## config.mk

```make
export PLATFORM = sky130hd
export DESIGN_NAME = drive_command_supervisor_core
export DESIGN_NICKNAME = d
export VERILOG_FILES = /design/src/dcs_pkg.sv /design/src/drive_command_supervisor_core.sv
export SDC_FILE = /design/constraint.sdc
export NUM_CORES = 1
export LEC_CHECK = 0
export ABC_CLOCK_PERIOD_IN_PS = 5670
export BUFFER_PORTS_ARGS = -buffer_cell sky130_fd_sc_hd__buf_2
export CORE_MARGIN = 3
export CORE_UTILIZATION = 30
export DETAILED_ROUTE_END_ITERATION = 10
export PLACE_DENSITY = 0.53
export RECOVER_POWER = 50
export SYNTH_ARGS = -nofsm -noshare
export SYNTH_HDL_FRONTEND = slang
export SYNTH_SLANG_ARGS = --single-unit
```

## constraint.sdc

```tcl
create_clock -name clk -period 5.67 [get_ports clk]
set_clock_uncertainty 0.2 [all_clocks]
set_input_delay 0.2835 -clock clk [delete_from_list [all_inputs] [get_ports clk]]
set_output_delay 0.2835 -clock clk [all_outputs]
set_load 0.05 [all_outputs]
```

## src/dcs_pkg.sv

```systemverilog
package dcs_pkg;

    localparam int unsigned IN_DATA_W  = 104;
    localparam int unsigned IN_USER_W  = 4;
    localparam int unsigned OUT_DATA_W = 72;
    localparam int unsigned OUT_USER_W = 2;
    localparam int unsigned CFG_IDX_W  = 2;
    localparam int unsigned CFG_DATA_W = 16;

    localparam logic [15:0] TIMEOUT_RESET = 16'd500;

    localparam logic [7:0] LEN_DRIVE   = 8'd4;
    localparam logic [7:0] LEN_LATERAL = 8'd6;
    localparam logic [7:0] LEN_STREAM  = 8'd6;
    localparam logic [7:0] LEN_AUX     = 8'd3;
    localparam logic [7:0] LEN_ESTOP   = 8'd1;

    typedef enum logic [3:0] {
        OP_TICK       = 4'd0,
        OP_HELLO      = 4'd1,
        OP_DESCRIBE   = 4'd2,
        OP_SET_STREAM = 4'd3,
        OP_DRIVE      = 4'd4,
        OP_DRIVE_RAW  = 4'd5,
        OP_STOP       = 4'd6,
        OP_ESTOP      = 4'd7,
        OP_SET_AUX    = 4'd8,
        OP_PING       = 4'd9
    } opcode_t;

    typedef enum logic [1:0] {
        CFG_TIMEOUT   = 2'd0,
        CFG_HOLONOMIC = 2'd1,
        CFG_AUX       = 2'd2
    } cfg_index_t;

    typedef enum logic [2:0] {
        ACK_OK            = 3'd0,
        ACK_BAD_LENGTH    = 3'd1,
        ACK_ESTOP         = 3'd2,
        ACK_NOT_SUPPORTED = 3'd3,
        ACK_UNKNOWN       = 3'd4
    } ack_t;

    typedef enum logic [1:0] {
        MODE_IDLE    = 2'd0,
        MODE_DRIVING = 2'd1,
        MODE_ESTOP   = 2'd2
    } mode_t;

    typedef enum logic [1:0] {
        ACT_NONE     = 2'd0,
        ACT_VELOCITY = 2'd1,
        ACT_RAW      = 2'd2,
        ACT_STOP     = 2'd3
    } action_t;

    typedef enum logic [1:0] {
        REPLY_NONE  = 2'd0,
        REPLY_ACK   = 2'd1,
        REPLY_HELLO = 2'd2
    } reply_t;

endpackage

```

## src/drive_command_supervisor_core.sv

```systemverilog
// Drive command supervisor. Each input item is either a watchdog tick (opcode 0
// in s_tuser) or a decoded command message; every item yields exactly one
// result item carrying the reply (none, ack or hello ack), the drive output
// (none, velocity, raw wheels or stop) and the supervisor status after the
// item. The block is a two-register pipeline: an input register and a result
// register with the compare-and-update logic between them, so it takes one item
// per clock unless the output is back-pressured. A result is presented on
// m_tvalid once its item moves from the input register to the result register
// and is held until taken. The input stalls only while both registers hold an
// item and m_tready is low. The only wide path is the 32-bit elapsed-time
// subtract and compare for the watchdog. Configuration writes on cfg_* are
// always ready and must be issued only while no item is in flight.
module drive_command_supervisor_core
    import dcs_pkg::*;
(
    input  logic                  clk,
    input  logic                  rst_n,

    input  logic                  cfg_valid,
    output logic                  cfg_ready,
    input  logic [CFG_IDX_W-1:0]  cfg_index,
    input  logic [CFG_DATA_W-1:0] cfg_data,

    input  logic                  s_tvalid,
    output logic                  s_tready,
    // now_ms[31:0], msg_seq[39:32], payload_len[47:40], first_byte[55:48],
    // word_a[71:56], word_b[87:72], word_c[103:88]
    input  logic [IN_DATA_W-1:0]  s_tdata,
    // opcode[3:0]
    input  logic [IN_USER_W-1:0]  s_tuser,

    output logic                  m_tvalid,
    input  logic                  m_tready,
    // reply_seq[7:0], acked_type[11:8], ack_code[14:12], drive_action[16:15],
    // drive_linear[32:17], drive_angular[48:33], drive_lateral[64:49],
    // mode_now[66:65], estop_latched[67], timeout_fired[68], zero[71:69]
    output logic [OUT_DATA_W-1:0] m_tdata,
    // reply_kind[1:0]
    output logic [OUT_USER_W-1:0] m_tuser
);

    // Configuration registers
    logic [15:0] timeout_reg;
    logic        holonomic_reg;
    logic        aux_reg;

    // Supervisor state
    mode_t       mode_reg, mode_next;
    logic        estop_reg, estop_next;
    logic        motors_reg, motors_next;
    logic [31:0] last_cmd_reg, last_cmd_next;

    // Input stage
    logic                 in_valid_reg;
    logic [IN_DATA_W-1:0] in_data_reg;
    logic [IN_USER_W-1:0] in_user_reg;

    // Result stage
    logic        out_valid_reg;
    reply_t      kind_reg, kind_next;
    logic [7:0]  rseq_reg, rseq_next;
    logic [3:0]  atype_reg, atype_next;
    ack_t        code_reg, code_next;
    action_t     act_reg, act_next;
    logic [15:0] lin_reg, lin_next;
    logic [15:0] ang_reg, ang_next;
    logic [15:0] lat_reg, lat_next;
    logic        fired_reg, fired_next;

    logic        advance;

    // Unpacked view of the staged item
    opcode_t     op;
    logic [31:0] now_ms;
    logic [7:0]  msg_seq;
    logic [7:0]  payload_len;
    logic [7:0]  first_byte;
    logic [15:0] word_a;
    logic [15:0] word_b;
    logic [15:0] word_c;
    logic [15:0] side;
    logic [31:0] elapsed;

    assign op          = opcode_t'(in_user_reg);
    assign now_ms      = in_data_reg[31:0];
    assign msg_seq     = in_data_reg[39:32];
    assign payload_len = in_data_reg[47:40];
    assign first_byte  = in_data_reg[55:48];
    assign word_a      = in_data_reg[71:56];
    assign word_b      = in_data_reg[87:72];
    assign word_c      = in_data_reg[103:88];

    // Lateral only counts when the message is long enough to carry it
    assign side    = (payload_len >= LEN_LATERAL) ? word_c : 16'd0;
    assign elapsed = now_ms - last_cmd_reg;

    // Advance the staged item whenever the result register is free or draining
    assign advance   = !out_valid_reg || m_tready;
    assign s_tready  = !in_valid_reg || advance;
    assign cfg_ready = 1'b1;

    always_comb
    begin
        kind_next     = REPLY_ACK;
        rseq_next     = msg_seq;
        atype_next    = in_user_reg;
        code_next     = ACK_OK;
        act_next      = ACT_NONE;
        lin_next      = 16'd0;
        ang_next      = 16'd0;
        lat_next      = 16'd0;
        fired_next    = 1'b0;
        mode_next     = mode_reg;
        estop_next    = estop_reg;
        motors_next   = motors_reg;
        last_cmd_next = now_ms;

        unique case (op)
            OP_TICK:
            begin
                kind_next     = REPLY_NONE;
                rseq_next     = 8'd0;
                atype_next    = 4'd0;
                last_cmd_next = last_cmd_reg;
                if (timeout_reg != 16'd0 && motors_reg &&
                    elapsed >= {16'd0, timeout_reg})
                begin
                    motors_next = 1'b0;
                    if (mode_reg == MODE_DRIVING)
                    begin
                        mode_next = MODE_IDLE;
                    end
                    act_next   = ACT_STOP;
                    fired_next = 1'b1;
                end
            end
            OP_HELLO:
            begin
                kind_next = REPLY_HELLO;
            end
            OP_DESCRIBE, OP_PING:
            begin
            end
            OP_SET_STREAM:
            begin
                if (payload_len < LEN_STREAM)
                begin
                    code_next = ACK_BAD_LENGTH;
                end
            end
            OP_DRIVE:
            begin
                priority if (payload_len < LEN_DRIVE)
                begin
                    code_next = ACK_BAD_LENGTH;
                end
                else if (estop_reg)
                begin
                    code_next = ACK_ESTOP;
                end
                else if (side != 16'd0 && !holonomic_reg)
                begin
                    code_next = ACK_NOT_SUPPORTED;
                end
                else
                begin
                    act_next    = ACT_VELOCITY;
                    lin_next    = word_a;
                    ang_next    = word_b;
                    lat_next    = side;
                    motors_next = (word_a != 16'd0) || (word_b != 16'd0) ||
                                  (side != 16'd0);
                    mode_next   = motors_next ? MODE_DRIVING : MODE_IDLE;
                end
            end
            OP_DRIVE_RAW:
            begin
                priority if (payload_len < LEN_DRIVE)
                begin
                    code_next = ACK_BAD_LENGTH;
                end
                else if (estop_reg)
                begin
                    code_next = ACK_ESTOP;
                end
                else
                begin
                    act_next    = ACT_RAW;
                    lin_next    = word_a;
                    ang_next    = word_b;
                    motors_next = (word_a != 16'd0) || (word_b != 16'd0);
                    mode_next   = motors_next ? MODE_DRIVING : MODE_IDLE;
                end
            end
            OP_STOP:
            begin
                motors_next = 1'b0;
                if (mode_reg == MODE_DRIVING)
                begin
                    mode_next = MODE_IDLE;
                end
                act_next = ACT_STOP;
            end
            OP_ESTOP:
            begin
                if (payload_len >= LEN_ESTOP && first_byte != 8'd0)
                begin
                    // Engage: latch, kill motors, enter emergency-stop mode
                    estop_next  = 1'b1;
                    motors_next = 1'b0;
                    mode_next   = MODE_ESTOP;
                    act_next    = ACT_STOP;
                end
                else
                begin
                    // Release: clear the latch, leave emergency-stop mode
                    estop_next = 1'b0;
                    if (mode_reg == MODE_ESTOP)
                    begin
                        mode_next = MODE_IDLE;
                    end
                end
            end
            OP_SET_AUX:
            begin
                priority if (payload_len < LEN_AUX)
                begin
                    code_next = ACK_BAD_LENGTH;
                end
                else if (!aux_reg)
                begin
                    code_next = ACK_NOT_SUPPORTED;
                end
                else
                begin
                    code_next = ACK_OK;
                end
            end
            default:
            begin
                code_next = ACK_UNKNOWN;
            end
        endcase
    end

    // Configuration writes; out-of-range index is dropped
    always_ff @(posedge clk or negedge rst_n)
    begin
        if (!rst_n)
        begin
            timeout_reg   <= TIMEOUT_RESET;
            holonomic_reg <= 1'b0;
            aux_reg       <= 1'b0;
        end
        else if (cfg_valid && cfg_ready)
        begin
            unique case (cfg_index)
                CFG_TIMEOUT:   timeout_reg   <= cfg_data;
                CFG_HOLONOMIC: holonomic_reg <= cfg_data[0];
                CFG_AUX:       aux_reg       <= cfg_data[0];
                default:
                begin
                end
            endcase
        end
    end

    // Input register
    always_ff @(posedge clk or negedge rst_n)
    begin
        if (!rst_n)
        begin
            in_valid_reg <= 1'b0;
        end
        else if (s_tready)
        begin
            in_valid_reg <= s_tvalid;
        end
    end

    always_ff @(posedge clk)
    begin
        if (s_tvalid && s_tready)
        begin
            in_data_reg <= s_tdata;
            in_user_reg <= s_tuser;
        end
    end

    // State update and result register: commit only when the item moves on
    always_ff @(posedge clk or negedge rst_n)
    begin
        if (!rst_n)
        begin
            out_valid_reg <= 1'b0;
            mode_reg      <= MODE_IDLE;
            estop_reg     <= 1'b0;
            motors_reg    <= 1'b0;
            last_cmd_reg  <= 32'd0;
        end
        else if (advance)
        begin
            out_valid_reg <= in_valid_reg;
            if (in_valid_reg)
            begin
                mode_reg     <= mode_next;
                estop_reg    <= estop_next;
                motors_reg   <= motors_next;
                last_cmd_reg <= last_cmd_next;
            end
        end
    end

    always_ff @(posedge clk)
    begin
        if (advance && in_valid_reg)
        begin
            kind_reg  <= kind_next;
            rseq_reg  <= rseq_next;
            atype_reg <= atype_next;
            code_reg  <= code_next;
            act_reg   <= act_next;
            lin_reg   <= lin_next;
            ang_reg   <= ang_next;
            lat_reg   <= lat_next;
            fired_reg <= fired_next;
        end
    end

    // Status fields live in the state registers, which change only when the
    // result register loads, so they stay aligned with the held result.
    assign m_tvalid = out_valid_reg;
    assign m_tuser  = kind_reg;
    assign m_tdata  = {3'd0, fired_reg, estop_reg, mode_reg, lat_reg, ang_reg,
                       lin_reg, act_reg, code_reg, atype_reg, rseq_reg};

    // The latch only exists together with emergency-stop mode
    a_estop_mode: assert property (@(posedge clk) disable iff (!rst_n)
        estop_reg |-> mode_reg == MODE_ESTOP)
        else $error("estop latched outside emergency-stop mode");

    // Motors run exactly when the node is driving
    a_motors_mode: assert property (@(posedge clk) disable iff (!rst_n)
        motors_reg == (mode_reg == MODE_DRIVING))
        else $error("motors flag and driving mode disagree");

    // A watchdog stop carries no reply and always issues stop
    a_fired_stop: assert property (@(posedge clk) disable iff (!rst_n)
        (out_valid_reg && fired_reg) |-> (kind_reg == REPLY_NONE && act_reg == ACT_STOP))
        else $error("watchdog result without stop action");

    // Input stalls only when both stages are full and the output is blocked
    a_stall_cause: assert property (@(posedge clk) disable iff (!rst_n)
        !s_tready |-> (in_valid_reg && out_valid_reg && !m_tready))
        else $error("input stalled without a full pipeline");

    // Time of last command moves only when a message is committed
    a_last_cmd: assert property (@(posedge clk) disable iff (!rst_n)
        !(advance && in_valid_reg) |=> $stable(last_cmd_reg))
        else $error("last command time changed without a message");

endmodule
```

# Word level (Yosys, flattened, before mapping)
# Index checks and enable logic that the tools add are counted.
# classes
magnitude_cmp	6
n_eq_ne	21
n_bitwise	2
div_mod_pow	0
shift	0
mux	53
mul	0
n_addsub	1
n_reduce_logical	30
# op_table
op	count
$mux W16	11
$pmux W16 S2	2
$reduce_bool A16 Y1	4
$mux W2	20
$ge A32 B16 Y1	1
$sub A32 B32 Y32	1
$pmux W2 S5	2
$reduce_and A10 Y1	2
$eq A4 B3 Y1 const B	4
$lt A8 B3 Y1 const B	2
$mux W1	15
$pmux W3 S5	1
$ne A2 B2 Y1 const B	7
$eq A4 B2 Y1 const B	2
$eq A4 B4 Y1 const B	2
$ge A8 B1 Y1 const B	1
$ge A8 B3 Y1 const B	1
$lt A8 B2 Y1 const B	1
$reduce_bool A8 Y1	1
$logic_and A1 B1 Y1	6
$reduce_and A2 Y1	3
$reduce_and A3 Y1	2
$reduce_or A6 Y1	1
$pmux W1 S5	1
12 further kinds	20
# word_totals
mem_bits_ro	0
output_inout_bits	77
ramBits	0
memories	0
latchBits	0
register_bits	232

# Logic depth before layout (Yosys ltp)
# Gate-level depths: netlist (run 1).
# logic_depth
word_depth	9
depth_mapped	19
mapped_depth_nobuf	19

# Least setup slack after synthesis (run 1)
# No wires, ideal clock.
# synth_path
path_kind	reg-to-reg
start	register out_valid_reg, in the netlist m_tvalid
end	register in_data_reg[0] (enable)
stages_incl_launch_ff	3
path_buffers	0
t_arrival_ns	3.663
period_less_slack_ns	4.342
path_slack_ns	1.328
required_ns	4.991
cell_sequence	dfrtp_1 > nand3b_1 > and2_1
# synth_via
elab_chain_cells	4
# synth_rtl
item	line	rtl
start, declared	drive_command_supervisor_core.sv:59	logic out_valid_reg;
start signal, assigned	drive_command_supervisor_core.sv:303	out_valid_reg <= in_valid_reg;
$logic_not A1 Y1	drive_command_supervisor_core.sv:98	assign advance = !out_valid_reg || m_tready;
$logic_or A1 B1 Y1	drive_command_supervisor_core.sv:98	
$logic_or A1 B1 Y1	drive_command_supervisor_core.sv:99	assign s_tready = !in_valid_reg || advance;
named net s_tready	drive_command_supervisor_core.sv:25	output logic s_tready,
$logic_and A1 B1 Y1	drive_command_supervisor_core.sv:283	if (s_tvalid && s_tready)
end signal, assigned	drive_command_supervisor_core.sv:285	in_data_reg <= s_tdata;
end, declared	drive_command_supervisor_core.sv:55	logic [IN_DATA_W-1:0] in_data_reg;
# The timed path passes the listed nets, and every way through them passes these cells.
# A chain may end at the register's enable or synchronous reset.

# Worst setup path after layout (run 1)
# layout_path
start	register last_cmd_reg[1]
end	register mode_reg[1]
# layout_via
elab_chain_cells	5
# layout_rtl
item	line	rtl
start, declared	drive_command_supervisor_core.sv:51	logic [31:0] last_cmd_reg, last_cmd_next;
start signal, assigned	drive_command_supervisor_core.sv:309	last_cmd_reg <= last_cmd_next;
$sub A32 B32 Y32	drive_command_supervisor_core.sv:95	assign elapsed = now_ms - last_cmd_reg;
$ge A32 B16 Y1	drive_command_supervisor_core.sv:126	elapsed >= {16'd0, timeout_reg})
$logic_and A1 B1 Y1	drive_command_supervisor_core.sv:125	if (timeout_reg != 16'd0 && motors_reg &&
$ne A2 B2 Y1 (no source line)	-	
$reduce_and A10 Y1 (no source line)	-	
end signal, assigned	drive_command_supervisor_core.sv:306	mode_reg <= mode_next;
end, declared	drive_command_supervisor_core.sv:48	mode_t mode_reg, mode_next;
# No other way between the ends.

==> run_results.csv, run 1 <==
group,metric,value,unit
critical_path,startpoint_type,"register",
drt,antenna_left,0,
sta,final.setup.tns,0,ns
yosys,ys_seq_elements,232,
run_status,status,"finished with violations",
drt,routedWlPerCell,15.9,um
finish,antenna-diode-count,0,
yosys,syn_avg_cell_area,12.5,um^2
cts,cts.repair.resized,0,
cts,cts_hold_buf,132,
finish,largest_register_ffs,104,
run_status,failed_checks,"capacitance limit, slew limit",
global_routing,overflow,0,
die,rows,69,
job,maxCapViolCount,2,
global_routing,grt_pass1_vias,7986,
drt,vias,7861,
yosys,netlist_area,10900,um^2
power_and_ir_drop,p_per_area,357,nW/um^2
drt,totalWireLength,26.8,mm
cts,cts.sinks,232,
cts,h-tree-depth,1,
die,die_x,197,um
cts,clkLatencyLatePin,0.56,ns
yosys,ys_top_cells_by_area,"edfxtp_1, dfrtp_1, ha_1, mux2_2, and2_1",
min_path,holdCritPathClass,"in -> reg",
sta,fin_crit,4.76,ns
global_routing,antenna_found_initial,0,
die,initial_core_util,30.5,%
yosys,async_flop_share,24.1,%
global_routing,grt_start_max_net_pins,70,
finish,fin_area,14500,um^2
global_routing,grt_usage,13.6,%
global_routing,grt_pass1_wl,42.1,mm
yosys,ys_types,68,
placed_design,dp_hpwl,19.2,mm
yosys,synthDominantCellAreaShare,48.5,%
finish,multi_input_area,3820,um^2
critical_path,worstPathArrival,4.99,ns
finish,drive_gt1_share,17.6,%
sta,fin_crit_sh,83.9,%
sta,hold_viol,0,
finish,final_nets,1388,
die,ios,208,
yosys,synth_ff_type,"edfxtp_1",
cts,clock-root-buffer,"clkbuf_16",
sta,timing.fmax,0.210,GHz
finish,syn_to_final_growth,33.2,%
die,dieArea,38600,um^2
sta,setup_violations,0,
yosys,ys_warn_count,0,
placed_design,placed_area,12400,um^2
critical_path,worstPathMaxFanout,4,
power_and_ir_drop,p_leak,5.74,nW
cts,cts_tree,"done",
critical_path,path_class,"reg -> reg",
drt,vias_per_cell,4.65,
drt,dr.first_iter.drc_count,362,
critical_path,endpoint_kind,"register",
yosys,synthCells,873,
yosys,synth_most_common_cell,"edfxtp_1",
cts,post_cts_buffers,0,
finish,fillCellCount,3454,
power_and_ir_drop,totalPowerFinal,5.17,mW
die,die_y,197,um
yosys,ys_top_cells_by_count,"edfxtp_1, nand2_1, inv_1",
sta,maxSlewHeadroom,-113,%
placed_design,portBuffers,203,
sta,slew_viol_final,123,
drt,route.detailed.drc,0,
critical_path,worst_ep_required_time,5.90,ns
placed_design,place_congestion,0.859,
yosys,synth_edf_count,176,
yosys,synth_area_leader_cell,"edfxtp_1",
cts,clk_pin_slew,0.06,ns
finish,seq_area,6690,um^2
drt,drt_first_pass_iters,5,
sta,worstMarginPinSlew,3.20,ns
cts,cts_max_path_buffers,3,
cts,numCtsBuffers,27,
sta,rsz0062_at_grt,"false",
yosys,yosysSeqAreaShare,61.5,%
die,core_area,35700,um^2
power_and_ir_drop,peakVddDrop,233,uV
## metrics by stage
step	instances	worst slack [ns]	hold slack, ns	util, %
after global routing	1691	0.552	0.215	40.7
final	1691	0.912	0.237	40.7
after detailed placement	1509	0.935	0.262	34.7
after CTS	1691	0.924	0.0336	41.0
after global placement	1509	0.993	0.260	34.7
after floorplan	875	1.33	-0.212	-
## layout make-up
| class | count | share of cell area [%] |
|---|---|---|
| Sequential cell | 232 | 46.2 |
| Multi-Input combinational cell | 547 | 26.3 |
| Timing Repair Buffer | 341 | 15.6 |
| Clock buffer | 40 | 5.20 |
| Tap cell | 461 | 3.98 |
| Inverter | 60 | 1.55 |
| Clock inverter | 10 | 1.18 |
## worst paths after layout
check	depth (start not counted)	slack [ns]	to	start
worst min register to register	1	0.29	m_tvalid	in_valid_reg
min in group asynchronous	3	1.22	last_cmd_reg[23]	rst_n
max in group asynchronous	3	2.21	mode_reg[1]	rst_n
worst max register to register	18	0.91	mode_reg[1]	last_cmd_reg[1]
worst min-delay path	2	0.24	in_data_reg[10]	s_tdata[10]
worst max-delay path	18	0.91	mode_reg[1]	last_cmd_reg[1]
## layer usage
layer  vias to the layer above  track usage, %  share of wire [%]
met5                         -               0                  0
li1                       3912               -                  -
met2                       192            23.9                 49
met4                         0            3.25                2.1
met3                        38            2.68                5.5
met1                      3719            17.2                 44
## critical path: stages (launching register included)
cell	delay [ns]
dfrtp_1	0.38
inv_1	0.06
ha_1	0.26
nor2b_1	0.22
o211ai_1	0.14
a2111oi_0	0.68
nor3_1	0.16
nor2_1	0.14
nor2_1	0.06
xnor2_1	0.14
ha_1	0.29
nand4_1	0.09
nor2_1	0.06
a2111o_1	0.38
a2111oi_0	0.31
nand4_1	0.21
nor4b_4	0.34
o21bai_2	0.18
mux2_4	0.32
## placed cells by master, fill, tap and decap left out, types with 10 or more instances in the layout
cell type	n
nand3_1	11
nand2_1	61
clkbuf_16	27
mux2_2	33
dlygate4sd3_1	132
nor2b_1	15
clkbuf_1	103
nor2_1	28
edfxtp_1	176
buf_2	112
nor4_1	20
dfrtp_1	50
and2_1	39
nor3_1	22
o21ai_0	47
o21a_1	10
and3_1	18
ha_1	47
nand4_1	16
o211ai_1	10
inv_1	59
xnor2_1	12
nand2b_1	11
a21oi_1	43
## report_power, final
group          internal (mW)  switching, mW  total, mW
Clock                   1.11          0.692       1.80
Sequential              2.02         0.0734       2.09
Combinational          0.499          0.783       1.28
Total                   3.62           1.55       5.17
## cells by family after synthesis
group | synth area share, %
AOI/OAI and AO/OA | 10.7
xor gates and xnor gates | 1.53
adders and majority gates | 5.58
buffers and inverters | 3.56
DFF | 61.5
muxes | 3.87
other | 0.0690
and+or+nand+nor | 13.2
No activity file was read; power rests on OpenSTA's default activity.
==> inputs of run 2 (changes only) <==
--- a/config.mk
+++ b/config.mk
@@ -5,12 +5,12 @@
 export SDC_FILE = /design/constraint.sdc
 export NUM_CORES = 1
 export LEC_CHECK = 0
-export ABC_CLOCK_PERIOD_IN_PS = 5670
+export ABC_CLOCK_PERIOD_IN_PS = 4100
 export BUFFER_PORTS_ARGS = -buffer_cell sky130_fd_sc_hd__buf_2
 export CORE_MARGIN = 3
 export CORE_UTILIZATION = 30
 export DETAILED_ROUTE_END_ITERATION = 10
-export PLACE_DENSITY = 0.53
+export PLACE_DENSITY = 0.54
 export RECOVER_POWER = 50
 export SYNTH_ARGS = -nofsm -noshare
 export SYNTH_HDL_FRONTEND = slang
==> constraint.sdc (replaced) <==
create_clock -name clk -period 4.1 [get_ports clk]
set_clock_uncertainty 0.2 [all_clocks]
set_input_delay 0.205 -clock clk [delete_from_list [all_inputs] [get_ports clk]]
set_output_delay 0.205 -clock clk [all_outputs]
set_load 0.05 [all_outputs]
==> run_results.csv, run 2 (synthesized netlist as in run 1, its figures left out) <==
group,metric,value,unit
run_status,status,"finished with violations",
run_status,failed_checks,"capacitance limit, slew limit, setup timing",
finish,stdcell_count,1779,
critical_path,worst_ep_required_time,4.17,ns
critical_path,startpoint_type,"register",
finish,fillCellCount,3379,
power_and_ir_drop,peakVddDrop,338,uV
die,rows,69,
critical_path,crit_cells,19,
placed_design,dp_hpwl,20.1,mm
finish,syn_to_final_growth,40.3,%
placed_design,placed_area,12800,um^2
finish,seq_area,6690,um^2
die,ios,208,
global_routing,overflow,0,
power_and_ir_drop,p_leak,6.08,nW
min_path,hold_path.startpoint,"s_tdata[30]",
critical_path,r2r-end,"act_reg[1]",
critical_path,crit_buf_inv,2,
drt,route.detailed.drc,0,
min_path,worstHoldPathCells,2,
placed_design,place_congestion,0.844,
critical_path,r2r_setup_slack,-0.25,ns
global_routing,grt_pass1_wl,44.2,mm
sta,hold_viol,0,
critical_path,path_common_cell,"o21ai_1",
sta,timing.fmax,0.230,GHz
sta,worst_slack,-0.247,ns
placed_design,placed_cells,1553,
cts,clk_pin_slew,0.06,ns
finish,largest_register_ffs,104,
finish,multi_input_area,4000,um^2
placed_design,portBuffers,203,
critical_path,worstPathMaxFanout,3,
global_routing,grt_pass1_vias,8437,
critical_path,slowest_delay,0.41,ns
die,dieArea,38600,um^2
critical_path,r2r_cells,19,
min_path,holdCritPathClass,"in -> reg",
critical_path,endpoint_kind,"register",
drt,totalWireLength,27.8,mm
cts,clock-root-buffer,"clkbuf_16",
critical_path,worstPathArrival,4.41,ns
sta,worstMarginPinSlew,2.70,ns
finish,final_common_cell,"edfxtp_1",
power_and_ir_drop,p_per_area,467,nW/um^2
job,maxCapViolCount,2,
cts,cts_max_path_buffers,3,
global_routing,antenna_found_initial,1,
critical_path,r2r-start,"last_cmd_reg[0]",
placed_design,dp_slack,-0.392,ns
finish,fin_util,42.9,%
drt,routedWlPerCell,15.6,um
die,core_area,35700,um^2
die,die_x,197,um
cts,h-tree-depth,1,
critical_path,crit_chain,"ha_4 > fa_2 > nand2b_4 > a21oi_4 > buf_6 > o211ai_1 > nand3b_1 > xor2_1 > ha_1 > nor2b_1 > o21ai_1 > o21ai_1 > a2111o_1 > a2111oi_2 > nand4_1 > nor4b_4 > buf_4 > and2_4 > o32ai_2",
sta,fin_crit_sh,106,%
sta,rsz0062_at_grt,"true",
drt,dr.first_iter.drc_count,326,
cts,numCtsBuffers,26,
min_path,min_to,"in_data_reg[30]",
drt,vias_per_cell,4.64,
die,die_y,197,um
finish,drive_gt1_share,22.3,%
sta,setup_violations,7,
cts,clkLatencyLatePin,0.54,ns
sta,fin_crit,4.35,ns
drt,antenna_left,0,
drt,drt_first_pass_iters,5,
cts,cts_tree,"done",
die,initial_core_util,30.5,%
drt,vias,8258,
cts,cts.sinks,232,
critical_path,path_class,"reg -> reg",
sta,maxSlewHeadroom,-79.7,%
finish,final_nets,1477,
global_routing,grt_start_max_net_pins,71,
global_routing,grt_usage,14.2,%
finish,final_cell_mix,"edfxtp_1, dlygate4sd3_1, clkbuf_1",
power_and_ir_drop,totalPowerFinal,7.14,mW
finish,fin_area,15300,um^2
critical_path,crit_path_top_delay_cell,"dfrtp_1",
critical_path,cpLargestDelayFamily,"compound AO/OA/AOI/OAI gates",
sta,slew_viol_final,76,
==> run 2: cell types whose count changed in the layout (fill, tap and decap cells not counted), sizes merged <==
cell,change
clkinv,+8
diode,+1
dlygate4sd3,+23
bufinv,-3
buf,+58
inv,-1
clkbuf,+1
clkinvlp,+1
==> run 2: per-layer routing <==
metal | routed length, um | GRT usage (%) | vias to the layer above
met2 | 13700 | 25.3 | 195
met1 | 12000 | 18.1 | 3930
met5 | 0 | 0 | -
li1 | - | - | 4086
met3 | 1410 | 2.51 | 47
met4 | 644 | 3.51 | 0
==> run 2: worst register-to-register path, delay by kind of cell (launching register included) <==
| kind | cells | cell delay, ns |
|---|---|---|
| AOI/OAI and AO/OA | 7 | 1.10 |
| xor gates and xnor gates | 1 | 0.18 |
| adders and majority gates | 3 | 0.78 |
| buffers and inverters | 2 | 0.29 |
| DFF | 1 | 0.41 |
| and+or+nand+nor | 6 | 1.09 |
==> run 2: how the worst max path moves through the flow <==
stage,startpoint,to,slack [ns]
2_1_floorplan,last_cmd_reg[0],mode_reg[0],0.01
3_3_place_gp,last_cmd_reg[1],act_reg[1],-0.30
3_5_place_dp,last_cmd_reg[1],act_reg[1],-0.39
4_1_cts,last_cmd_reg[0],mode_reg[0],-0.21
5_1_grt,last_cmd_reg[1],act_reg[1],-0.47
6_report,last_cmd_reg[0],act_reg[1],-0.25
==> run 2: cell type report <==
type | count | area share, %
Tap cell | 461 | 3.77
Timing Repair Buffer | 431 | 19.6
Sequential cell | 232 | 43.8
Antenna cell | 1 | 0.0164
Clock buffer | 32 | 4.41
Clock inverter | 15 | 0.712
Multi-Input combinational cell | 547 | 26.2
Inverter | 60 | 1.47
==> run 2: timing repair <==
action	4_1_cts	5_1_grt
resized for setup	22	8
setup buffers	15	8
hold buffers	155	0
hold endpoints to repair	148	0
endpoints found under the setup margin	7	7
pin swaps	13	16
==> run 2: per-stage QoR <==
step,hold WS (ns),setup TNS (ns)
2_1_floorplan,-0.291,0
3_3_place_gp,0.00459,-1.86
3_5_place_dp,0.0148,-2.41
4_1_cts,0.00402,-1.12
5_1_grt,0.151,-3.04
6_report,0.165,-1.51
==> run 2: power breakdown <==
part	leakage (nW)	switching, mW	internal (mW)
Clock	0.378	0.916	1.23
Sequential	2.37	0.105	2.79
Combinational	3.33	1.17	0.928
